**config.mk**
```make
export PLATFORM = sky130hd
export DESIGN_NAME = adaptive_gain_pointer_motion_flat
export DESIGN_NICKNAME = d
export VERILOG_FILES = /design/src/hw/rtl/agpm_pkg.sv /design/src/hw/rtl/agpm_in_if.sv /design/src/hw/rtl/agpm_out_if.sv /design/src/hw/rtl/agpm_gain.sv /design/src/hw/rtl/agpm_scale.sv /design/src/hw/rtl/adaptive_gain_pointer_motion.sv /design/src/flat_wrapper.sv
export SDC_FILE = /design/constraint.sdc
export NUM_CORES = 2
export LEC_CHECK = 0
export BUFFER_PORTS_ARGS = -buffer_cell sky130_fd_sc_hd__buf_2
export CORE_MARGIN = 2
export CORE_UTILIZATION = 41
export CTS_BUF_LIST = sky130_fd_sc_hd__clkbuf_4
export DETAILED_ROUTE_END_ITERATION = 10
export SLEW_MARGIN = 20
export SYNTH_ARGS = -nofsm -noshare
export SYNTH_HDL_FRONTEND = slang
export SYNTH_SLANG_ARGS = --single-unit
export TNS_END_PERCENT = 50
```
**constraint.sdc**
```tcl
create_clock -name clk -period 22.1 [get_ports clk]
set_input_delay 5.525 -clock clk [delete_from_list [all_inputs] [get_ports clk]]
set_output_delay 5.525 -clock clk [all_outputs]
set_load 0.05 [all_outputs]
```
**src/hw/rtl/agpm_pkg.sv**
```systemverilog
`default_nettype none

package agpm_pkg;

    // Fixed widths of the configuration and state fields
    localparam int ENERGY_W  = 32;
    localparam int PHASE_W   = 10;
    localparam int STEP_W    = 16;
    localparam int QUIET_W   = 3;
    localparam int RUN_W     = 3;
    localparam int CFG_W     = 20;
    localparam int CFG_IDX_W = 2;

    // Reset values
    localparam int unsigned INIT_GAIN_RST = 5243;   // 0.08 in Q4.16
    localparam logic [STEP_W-1:0]   GAIN_STEP_RST = 16'd66;
    localparam logic [PHASE_W-1:0]  PERIOD_RST    = 10'd100;
    localparam logic [QUIET_W-1:0]  QUIET_RST     = 3'd3;
    localparam logic [ENERGY_W-1:0] PRIOR_RST     = 32'd1000000000;
    localparam logic [RUN_W-1:0]    RUN_MAX       = 3'd7;

    // Divide by six: multiply by ceil(2^18 / 6), exact for magnitudes below 2^16
    localparam int DIV6_SHIFT = 18;
    localparam int unsigned DIV6_MUL = 43691;

    typedef enum logic [CFG_IDX_W-1:0] {
        CFG_INITIAL_GAIN  = 2'd0,
        CFG_GAIN_STEP     = 2'd1,
        CFG_WINDOW_PERIOD = 2'd2,
        CFG_QUIET_LIMIT   = 2'd3
    } cfg_idx_t;

endpackage

`default_nettype wire

```
**src/hw/rtl/agpm_in_if.sv**
```systemverilog
`default_nettype none

interface agpm_in_if #(
    parameter int OW = 11
);
    logic                 valid;
    logic                 ready;
    logic signed [OW-1:0] offset_x;
    logic signed [OW-1:0] offset_y;

    modport source (output valid, output offset_x, output offset_y, input ready);
    modport sink   (input valid, input offset_x, input offset_y, output ready);
endinterface

`default_nettype wire

```
**src/hw/rtl/agpm_out_if.sv**
```systemverilog
`default_nettype none

interface agpm_out_if #(
    parameter int OW = 11,
    parameter int GW = 20
);
    logic                 valid;
    logic                 ready;
    logic signed [OW-1:0] move_x;
    logic signed [OW-1:0] move_y;
    logic                 used_fallback;
    logic [GW-1:0]        gain_now;

    modport source (output valid, output move_x, output move_y, output used_fallback,
                    output gain_now, input ready);
    modport sink   (input valid, input move_x, input move_y, input used_fallback,
                    input gain_now, output ready);
endinterface

`default_nettype wire

```
**src/hw/rtl/agpm_gain.sv**
```systemverilog
`default_nettype none

module agpm_gain
    import agpm_pkg::*;
#(
    parameter int OW = 11,
    parameter int GW = 20
) (
    input  wire logic                 clk,
    input  wire logic                 rst_n,
    input  wire logic                 fire,
    input  wire logic signed [OW-1:0] x,
    input  wire logic signed [OW-1:0] y,
    input  wire logic [2*OW-1:0]      e,
    input  wire logic [STEP_W-1:0]    gain_step,
    input  wire logic [PHASE_W-1:0]   window_period,
    output logic [GW-1:0]             gain_cur,
    output logic [GW-1:0]             gain_new,
    output logic signed [OW-1:0]      q6_x,
    output logic signed [OW-1:0]      q6_y
);

    localparam int SW = ((GW > STEP_W) ? GW : STEP_W) + 1;
    localparam int PW = OW + DIV6_SHIFT;
    localparam logic [SW-1:0] GMAX_EXT = {{(SW-GW){1'b0}}, {GW{1'b1}}};

    logic [ENERGY_W-1:0] energy_reg;
    logic [ENERGY_W-1:0] prior_reg;
    logic [PHASE_W-1:0]  phase_reg;
    logic [GW-1:0]       gain_reg;

    logic [ENERGY_W:0]   sum;
    logic [ENERGY_W-1:0] esat;
    logic [PHASE_W:0]    phase_inc;
    logic [PHASE_W-1:0]  phase_next;
    logic                win_end;
    logic [SW-1:0]       g_ext;
    logic [SW-1:0]       s_ext;
    logic [SW-1:0]       fall;
    logic [SW-1:0]       rise_sum;
    logic [SW-1:0]       rise;
    logic [GW-1:0]       gain_next;

    // Truncating divide by six of a signed offset
    function automatic logic signed [OW-1:0] div6(input logic signed [OW-1:0] v);
        logic [OW-1:0] mag;
        logic [PW-1:0] prod;
        logic [OW-1:0] q;
        mag  = v[OW-1] ? (~v + 1'b1) : v;
        prod = PW'(mag) * PW'(DIV6_MUL);
        q    = prod[DIV6_SHIFT +: OW];
        return v[OW-1] ? $signed(~q + 1'b1) : $signed(q);
    endfunction

    always_comb
    begin
        sum  = {1'b0, energy_reg} + (ENERGY_W+1)'(e);
        esat = sum[ENERGY_W] ? {ENERGY_W{1'b1}} : sum[ENERGY_W-1:0];

        phase_inc  = {1'b0, phase_reg} + (PHASE_W+1)'(1);
        phase_next = (phase_inc >= {1'b0, window_period}) ? '0 : phase_inc[PHASE_W-1:0];
        win_end    = (phase_next == (window_period - PHASE_W'(1)));

        g_ext    = SW'(gain_reg);
        s_ext    = SW'(gain_step);
        fall     = (g_ext > s_ext) ? (g_ext - s_ext) : '0;
        rise_sum = g_ext + s_ext;
        rise     = (rise_sum > GMAX_EXT) ? GMAX_EXT : rise_sum;

        gain_next = gain_reg;
        if (win_end)
        begin
            gain_next = (esat > prior_reg) ? fall[GW-1:0] : rise[GW-1:0];
        end
    end

    always_ff @(posedge clk or negedge rst_n)
    begin
        if (!rst_n)
        begin
            energy_reg <= '0;
            prior_reg  <= PRIOR_RST;
            phase_reg  <= '0;
            gain_reg   <= GW'(INIT_GAIN_RST);
        end
        else if (fire)
        begin
            phase_reg <= phase_next;
            gain_reg  <= gain_next;
            if (win_end)
            begin
                prior_reg  <= esat;
                energy_reg <= '0;
            end
            else
            begin
                energy_reg <= esat;
            end
        end
    end

    assign gain_cur = gain_reg;
    assign gain_new = gain_next;
    assign q6_x     = div6(x);
    assign q6_y     = div6(y);

endmodule

`default_nettype wire

```
**src/hw/rtl/agpm_scale.sv**
```systemverilog
`default_nettype none

module agpm_scale
    import agpm_pkg::*;
#(
    parameter int OW = 11,
    parameter int GW = 20,
    parameter int F  = 16
) (
    input  wire logic                 clk,
    input  wire logic                 rst_n,
    input  wire logic                 fire,
    input  wire logic signed [OW-1:0] x,
    input  wire logic signed [OW-1:0] y,
    input  wire logic signed [OW-1:0] q6_x,
    input  wire logic signed [OW-1:0] q6_y,
    input  wire logic [GW-1:0]        gain,
    input  wire logic [QUIET_W-1:0]   quiet_limit,
    output logic signed [OW-1:0]      move_x,
    output logic signed [OW-1:0]      move_y,
    output logic                      used_fallback
);

    localparam int PW = OW + GW;
    localparam int QW = PW - F;
    localparam logic [QW-1:0] POS_LIM = QW'((1 << (OW-1)) - 1);
    localparam logic [QW-1:0] NEG_LIM = QW'(1 << (OW-1));
    localparam logic [OW-1:0] MOVE_MAX = {1'b0, {(OW-1){1'b1}}};
    localparam logic [OW-1:0] MOVE_MIN = {1'b1, {(OW-1){1'b0}}};

    logic [RUN_W-1:0] run_reg;
    logic [RUN_W-1:0] run_next;
    logic [QW-1:0]    qx;
    logic [QW-1:0]    qy;
    logic             fb;

    // |v| * gain with the fraction dropped
    function automatic logic [QW-1:0] scale_mag(input logic signed [OW-1:0] v,
                                                input logic [GW-1:0] g);
        logic [OW-1:0] mag;
        logic [PW-1:0] prod;
        mag  = v[OW-1] ? (~v + 1'b1) : v;
        prod = PW'(mag) * PW'(g);
        return prod[F +: QW];
    endfunction

    // Put the sign back and clamp to the move range
    function automatic logic signed [OW-1:0] clamp(input logic neg, input logic [QW-1:0] q);
        logic [OW-1:0] r;
        if (!neg)
        begin
            r = (q > POS_LIM) ? MOVE_MAX : q[OW-1:0];
        end
        else
        begin
            r = (q >= NEG_LIM) ? MOVE_MIN : (~q[OW-1:0] + 1'b1);
        end
        return $signed(r);
    endfunction

    always_comb
    begin
        qx = scale_mag(x, gain);
        qy = scale_mag(y, gain);
        if ((qx == '0) && (qy == '0))
        begin
            run_next = (run_reg == RUN_MAX) ? RUN_MAX : (run_reg + RUN_W'(1));
        end
        else
        begin
            run_next = '0;
        end
        fb     = (run_next > RUN_W'(quiet_limit));
        move_x = fb ? q6_x : clamp(x[OW-1], qx);
        move_y = fb ? q6_y : clamp(y[OW-1], qy);
    end

    always_ff @(posedge clk or negedge rst_n)
    begin
        if (!rst_n)
        begin
            run_reg <= '0;
        end
        else if (fire)
        begin
            run_reg <= run_next;
        end
    end

    assign used_fallback = fb;

endmodule

`default_nettype wire

```
**src/hw/rtl/adaptive_gain_pointer_motion.sv**
```systemverilog
// Adaptive-gain pointer motion.
// Input channel in_ch: one beat per frame carrying the signed target offset
// (offset_x, offset_y). Output channel out_ch: one beat per input beat with the
// pointer move, a flag set when the move is the offset divided by six, and the
// gain used (unsigned Q4.GAIN_FRAC_BITS, after any window update made by that
// frame). Both channels use valid/ready; a beat moves when both are high.
// Configuration: cfg_wr_en, cfg_index, cfg_data; write only while idle. The
// initial gain is loaded by reset, so a later write to it has no visible effect.
// Pipeline: an input beat passes the capture register, the window/gain stage and
// the scaling stage into the result register.
// Throughput: one beat per cycle while out_ch.ready is high; the only loops are
// the updates of the energy/gain state and of the zero-move run counter.
// Reset clears every stage, sets the gain to its reset value, the window phase
// and energy to zero and the prior window energy to 1e9.
// When out_ch.ready is low the result is held, the stages behind it fill, and
// in_ch.ready drops once all three are full; nothing is lost or repeated.
`default_nettype none

module adaptive_gain_pointer_motion
    import agpm_pkg::*;
#(
    parameter int OFFSET_WIDTH   = 11,
    parameter int GAIN_FRAC_BITS = 16
) (
    input  wire logic                 clk,
    input  wire logic                 rst_n,
    agpm_in_if.sink                   in_ch,
    agpm_out_if.source                out_ch,
    input  wire logic                 cfg_wr_en,
    input  wire logic [CFG_IDX_W-1:0] cfg_index,
    input  wire logic [CFG_W-1:0]     cfg_data
);

    localparam int OW = OFFSET_WIDTH;
    localparam int GW = GAIN_FRAC_BITS + 4;
    localparam int EW = 2 * OW;
    // Largest magnitude a divide-by-six move can have
    localparam logic signed [OW-1:0] FB_LIM = OW'((1 << (OW-1)) / 6);

    // Configuration registers
    logic [STEP_W-1:0]  step_reg;
    logic [PHASE_W-1:0] period_reg;
    logic [QUIET_W-1:0] quiet_reg;

    // Capture stage
    logic                 a_valid_reg;
    logic signed [OW-1:0] x_a_reg;
    logic signed [OW-1:0] y_a_reg;
    logic [EW-1:0]        e_a_reg;

    // Gain stage output
    logic                 b_valid_reg;
    logic signed [OW-1:0] x_b_reg;
    logic signed [OW-1:0] y_b_reg;
    logic signed [OW-1:0] q6x_b_reg;
    logic signed [OW-1:0] q6y_b_reg;
    logic [GW-1:0]        gain_b_reg;

    // Result register
    logic                 c_valid_reg;
    logic signed [OW-1:0] move_x_reg;
    logic signed [OW-1:0] move_y_reg;
    logic                 fb_reg;
    logic [GW-1:0]        gain_c_reg;

    logic                 c_free;
    logic                 b_free;
    logic                 a_free;
    logic                 a_adv;
    logic                 b_adv;
    logic                 in_fire;

    logic signed [EW-1:0] sq_x;
    logic signed [EW-1:0] sq_y;
    logic [EW-1:0]        e_in;

    logic [GW-1:0]        gain_cur;
    logic [GW-1:0]        gain_new;
    logic signed [OW-1:0] q6_x;
    logic signed [OW-1:0] q6_y;
    logic signed [OW-1:0] mv_x;
    logic signed [OW-1:0] mv_y;
    logic                 mv_fb;

    // Flow control: a stage takes a beat when it is empty or its beat leaves
    assign c_free  = !c_valid_reg || out_ch.ready;
    assign b_free  = !b_valid_reg || c_free;
    assign a_free  = !a_valid_reg || b_free;
    assign a_adv   = a_valid_reg && b_free;
    assign b_adv   = b_valid_reg && c_free;
    assign in_fire = in_ch.valid && a_free;

    assign in_ch.ready = a_free;

    // Offset energy, squared ahead of the capture register
    assign sq_x = EW'(in_ch.offset_x) * EW'(in_ch.offset_x);
    assign sq_y = EW'(in_ch.offset_y) * EW'(in_ch.offset_y);
    assign e_in = $unsigned(sq_x) + $unsigned(sq_y);

    // Configuration writes
    always_ff @(posedge clk or negedge rst_n)
    begin
        if (!rst_n)
        begin
            step_reg   <= GAIN_STEP_RST;
            period_reg <= PERIOD_RST;
            quiet_reg  <= QUIET_RST;
        end
        else if (cfg_wr_en)
        begin
            case (cfg_idx_t'(cfg_index))
                CFG_INITIAL_GAIN:  ;    // taken only at reset
                CFG_GAIN_STEP:     step_reg   <= cfg_data[STEP_W-1:0];
                CFG_WINDOW_PERIOD: period_reg <= cfg_data[PHASE_W-1:0];
                CFG_QUIET_LIMIT:   quiet_reg  <= cfg_data[QUIET_W-1:0];
                default:           ;
            endcase
        end
    end

    // Stage valids
    always_ff @(posedge clk or negedge rst_n)
    begin
        if (!rst_n)
        begin
            a_valid_reg <= 1'b0;
            b_valid_reg <= 1'b0;
            c_valid_reg <= 1'b0;
        end
        else
        begin
            if (a_free)
            begin
                a_valid_reg <= in_ch.valid;
            end
            if (b_free)
            begin
                b_valid_reg <= a_valid_reg;
            end
            if (c_free)
            begin
                c_valid_reg <= b_valid_reg;
            end
        end
    end

    // Payload: capture the beat
    always_ff @(posedge clk)
    begin
        if (in_fire)
        begin
            x_a_reg <= in_ch.offset_x;
            y_a_reg <= in_ch.offset_y;
            e_a_reg <= e_in;
        end
    end

    // Energy accumulation, window compare and gain update
    agpm_gain #(
        .OW (OW),
        .GW (GW)
    ) u_gain (
        .clk           (clk),
        .rst_n         (rst_n),
        .fire          (a_adv),
        .x             (x_a_reg),
        .y             (y_a_reg),
        .e             (e_a_reg),
        .gain_step     (step_reg),
        .window_period (period_reg),
        .gain_cur      (gain_cur),
        .gain_new      (gain_new),
        .q6_x          (q6_x),
        .q6_y          (q6_y)
    );

    always_ff @(posedge clk)
    begin
        if (a_adv)
        begin
            x_b_reg    <= x_a_reg;
            y_b_reg    <= y_a_reg;
            q6x_b_reg  <= q6_x;
            q6y_b_reg  <= q6_y;
            gain_b_reg <= gain_new;
        end
    end

    // Scaling, zero-move run and fallback select
    agpm_scale #(
        .OW (OW),
        .GW (GW),
        .F  (GAIN_FRAC_BITS)
    ) u_scale (
        .clk           (clk),
        .rst_n         (rst_n),
        .fire          (b_adv),
        .x             (x_b_reg),
        .y             (y_b_reg),
        .q6_x          (q6x_b_reg),
        .q6_y          (q6y_b_reg),
        .gain          (gain_b_reg),
        .quiet_limit   (quiet_reg),
        .move_x        (mv_x),
        .move_y        (mv_y),
        .used_fallback (mv_fb)
    );

    always_ff @(posedge clk)
    begin
        if (b_adv)
        begin
            move_x_reg <= mv_x;
            move_y_reg <= mv_y;
            fb_reg     <= mv_fb;
            gain_c_reg <= gain_b_reg;
        end
    end

    assign out_ch.valid         = c_valid_reg;
    assign out_ch.move_x        = move_x_reg;
    assign out_ch.move_y        = move_y_reg;
    assign out_ch.used_fallback = fb_reg;
    assign out_ch.gain_now      = gain_c_reg;

    // Gain state moves only when the gain stage takes a beat
    a_gain_hold: assert property (@(posedge clk) disable iff (!rst_n)
        !a_adv |=> $stable(gain_cur))
        else $error("gain changed without a beat in the gain stage");

    // A beat leaving the scaling stage is in the result register next cycle
    a_b_to_c: assert property (@(posedge clk) disable iff (!rst_n)
        b_adv |=> c_valid_reg)
        else $error("beat lost between scaling stage and result register");

    // A fallback move is a sixth of an offset and stays small
    a_fb_range: assert property (@(posedge clk) disable iff (!rst_n)
        (c_valid_reg && fb_reg) |->
            (move_x_reg <= FB_LIM) && (move_x_reg >= -FB_LIM) &&
            (move_y_reg <= FB_LIM) && (move_y_reg >= -FB_LIM))
        else $error("fallback move out of range");

endmodule

`default_nettype wire
```
**src/flat_wrapper.sv**
```systemverilog
// flat-port wrapper written by rule: the top's interface ports become plain ports
module adaptive_gain_pointer_motion_flat import agpm_pkg::*;
#(
    parameter int OFFSET_WIDTH   = 11,
    parameter int GAIN_FRAC_BITS = 16
)
  (clk, rst_n, cfg_wr_en, cfg_index, cfg_data, in_ch_valid, in_ch_offset_x, in_ch_offset_y, in_ch_ready, out_ch_valid, out_ch_move_x, out_ch_move_y, out_ch_used_fallback, out_ch_gain_now, out_ch_ready);
  agpm_in_if in_ch_i ();
  agpm_out_if out_ch_i ();
  input  wire logic clk;
  input  wire logic rst_n;
  input  wire logic cfg_wr_en;
  input  wire logic [CFG_IDX_W-1:0] cfg_index;
  input  wire logic [CFG_W-1:0] cfg_data;
  input wire logic [$bits(in_ch_i.valid)-1:0] in_ch_valid;
  input wire logic [$bits(in_ch_i.offset_x)-1:0] in_ch_offset_x;
  input wire logic [$bits(in_ch_i.offset_y)-1:0] in_ch_offset_y;
  output wire logic [$bits(in_ch_i.ready)-1:0] in_ch_ready;
  output wire logic [$bits(out_ch_i.valid)-1:0] out_ch_valid;
  output wire logic [$bits(out_ch_i.move_x)-1:0] out_ch_move_x;
  output wire logic [$bits(out_ch_i.move_y)-1:0] out_ch_move_y;
  output wire logic [$bits(out_ch_i.used_fallback)-1:0] out_ch_used_fallback;
  output wire logic [$bits(out_ch_i.gain_now)-1:0] out_ch_gain_now;
  input wire logic [$bits(out_ch_i.ready)-1:0] out_ch_ready;
  assign in_ch_i.valid = in_ch_valid;
  assign in_ch_i.offset_x = in_ch_offset_x;
  assign in_ch_i.offset_y = in_ch_offset_y;
  assign in_ch_ready = in_ch_i.ready;
  assign out_ch_valid = out_ch_i.valid;
  assign out_ch_move_x = out_ch_i.move_x;
  assign out_ch_move_y = out_ch_i.move_y;
  assign out_ch_used_fallback = out_ch_i.used_fallback;
  assign out_ch_gain_now = out_ch_i.gain_now;
  assign out_ch_i.ready = out_ch_ready;
  adaptive_gain_pointer_motion #(.OFFSET_WIDTH(OFFSET_WIDTH), .GAIN_FRAC_BITS(GAIN_FRAC_BITS)) u_core (.clk(clk), .rst_n(rst_n), .in_ch(in_ch_i), .out_ch(out_ch_i), .cfg_wr_en(cfg_wr_en), .cfg_index(cfg_index), .cfg_data(cfg_data));
endmodule
```
==> run metrics <==
worst skew pair latency=850 ps; largest net degree at the start of global routing=71; syn_area_per_cell=roughly 9.6 um2; Final setup viols=0; Slew HR=29.3%; CP Data Arrival Time=12920 ps; post_cts resized=0; RSZ-0062 raised after global routing=no; met2 WL=48400 um; synth warn=0; worst reg2reg path depth=37; max layer used=met5; routed wl met3=4250 um; Worst-Margin Slew=1060 ps; Worst EP required=22620 ps; setup_tns=0 ps; initial antenna violation count=8; sequential fraction of the synthesis area=18.1%; Avg Vias per Cell=5.14; per-cell routed wire length=16.6 um; WHS Endpoint=u_core.u_scale.run_reg[1]; # port buffers=89; Die X=~330 um; Clock Tree Root=clkbuf_4; crit-path max cell delay=610 ps; # fillers=10100; CP dominant cell by count=fa_1; fin crit share=approximately 56%; total CTS buffers=80; std cell rows=118; gr usage total=around 19%; first-pass GRT wire length=168000 um; Final min period=12400 ps; Hold Startpoint=u_core.u_scale.run_reg[1]; slack of the worst reg-to-reg path=10820 ps; Slowest cell on crit path=o41ai_1; synthesized flop and latch total=280; Post-CTS Hold Buffers=0; 1st-pass router iterations=7; Syn Nets=5638; ys flop type=edfxtp_1; Reg-to-Reg End=u_core.out_ch.move_y[9]; M1 WL=44400 um; clock sink total=280; status=finished, final reports clean; Total Wirelength=98900 um; R2R Path Start=u_core.x_b_reg[0]; DR iter-0 viols=1335; CTS H-Tree Depth=3; Clock Pin Slew Worst Setup and Hold Paths=about 60 ps; max capacitance violation total=0; Synth cell types=94; Slew Limit Fails=0; f_max=80.7 MHz; Via Count=30700; crit path kind=in2reg; Antenna Violating Nets Remaining=0; area growth from synthesis to layout=6.85%; CP bufs+invs=6; Hold Violations, Final=0; CP Max Fanout=13; WHS Path Cells=2; Clock Path Buffers=3; Worst Skew=93.4 ps; core area=between 0.1 and 0.15 mm2; share of synthesized registers carrying an async set or reset=46.1%; total grt overflow=0; Die H=around 330 um; hold crit path type=reg2reg; Top Ports=94; RD Place Congestion=0.853; die area=0.107 mm2; Post-synth EDFFs=151; Layout Nets=5684; drt drc=0; cells along the critical path=buf_2, inv_1, nor2_1, fa_1, inv_1, fa_1, fa_1, inv_1, fa_1, inv_1, fa_1, fa_1, inv_1, fa_1, ha_1, nor2b_1, o21a_1, o41ai_1, o21ai_0, o211a_1, o21a_1, o21a_1, o41a_1, xnor2_1; TritonCTS clock tree=yes; Synth Cell Area=0.0430 mm2; layout cell share with drive strength beyond 1=9.29%; post-CTS setup buffer count=0; Top delay family on crit path=adder cells; Setup crit end kind=flip-flop; vias in the first global route=32600; Initial Util=41.4%; DP HPWL=76700 um; Mapped Cells=4478; crit start category=input pin
## cell usage in the layout (no fill, tap or decap), types with 61 or more instances in the layout
master / n
buf_2: 88
edfxtp_1: 151
inv_1: 840
nand2_1: 431
xnor2_1: 128
clkbuf_4: 116
nor2b_1: 61
dfrtp_1: 101
nor2_1: 156
fa_1: 641
a21oi_1: 155
and2_1: 260
ha_1: 470
o21ai_0: 122
mux2_2: 69
## metrics by stage
step	hold slack [ps]	setup slack [ps]	util (%)	area, um2	instances
global placement	465	8920	43.2	44900	5822
global route	510	9360	44.2	45900	5970
detailed placement	478	8910	43.2	44900	5822
finish	492	9700	44.2	45900	5971
floorplan	421	10020	-	43000	4478
CTS	494	9710	44.2	45900	5966
## tightest hold or removal path: cells and delay by family (launching register included)
| kind | cells | cell delay (ps) |
|---|---|---|
| flops | 1 | 340 |
| simple gates | 1 | 50 |
| compound gates | 1 | 60 |
## layer usage
layer	vias to the layer above	track usage, %
met4	2	4.50
li1	14600	-
met2	594	33.5
met1	15300	25.7
met5	-	0
met3	123	2.60
## cell families (layout without fill, tap and decap cells)
kind of cell	Yosys count	count (layout)	synth area share (%)
other	0	5	0
AOI/OAI and AO/OA	633	633	9.99
xor gates and xnor gates	172	172	3.52
buffers and inverters	1016	1124	8.92
adders and majority gates	1111	1111	43.5
and+or+nand+nor	1183	1183	13.7
DFF	280	280	18.1
muxes	83	83	2.15
## synth_stat cells, drive strengths merged (15+ instances only)
library cell	count	area share, %
a211oi	22	0.41
dfstp	28	1.7
or2	17	0.25
nand2	431	3.8
xor2	42	0.86
o21bai	17	0.30
clkbuf	160	1.4
nor4	15	0.25
mux2	70	1.8
o31ai	19	0.33
and3	20	0.29
xnor2	130	2.7
nor3	51	0.61
fa	641	30
edfxtp	151	11
a31oi	20	0.31
a21oi	157	1.8
nor2	160	1.4
a21o	59	1.0
nand2b	39	0.57
o21a	30	0.52
o21ai	131	1.5
ha	470	14
or3	23	0.33
a22o	31	0.63
inv	841	7.3
nand4	25	0.40
and2	261	3.8
dfrtp	101	5.9
nor2b	61	0.89
nand3	52	0.62
## area by class of cell
| cell class | count | area [um2] | share of cell area [%] |
|---|---|---|---|
| diodes | 5 | 12.5 | 0.0273 |
| clock buffers | 116 | 871 | 1.90 |
| clock inverters | 28 | 141 | 0.308 |
| inverters | 842 | 3160 | 6.89 |
| multi-input cells | 3182 | 31400 | 68.4 |
| flip-flops and latches | 280 | 7800 | 17.0 |
| well taps | 1380 | 1730 | 3.76 |
| repair buffers | 138 | 820 | 1.78 |
## how the worst max path moves through the flow
stage,startpoint,endpoint,slack (ps),depth (start not counted)
6_report,in_ch_offset_x[1],u_core.e_a_reg[21],9700,24
5_1_grt,in_ch_offset_x[1],u_core.e_a_reg[21],9360,24
4_1_cts,in_ch_offset_x[1],u_core.e_a_reg[21],9710,24
3_5_place_dp,in_ch_offset_x[1],u_core.e_a_reg[21],8910,24
3_3_place_gp,in_ch_offset_x[1],u_core.e_a_reg[21],8920,24
2_1_floorplan,in_ch_offset_x[4],u_core.e_a_reg[21],10020,23
Power is left out: the tool's default activity adds up to more than one toggle a clock period on the data nets, which glitch-free logic cannot reach.
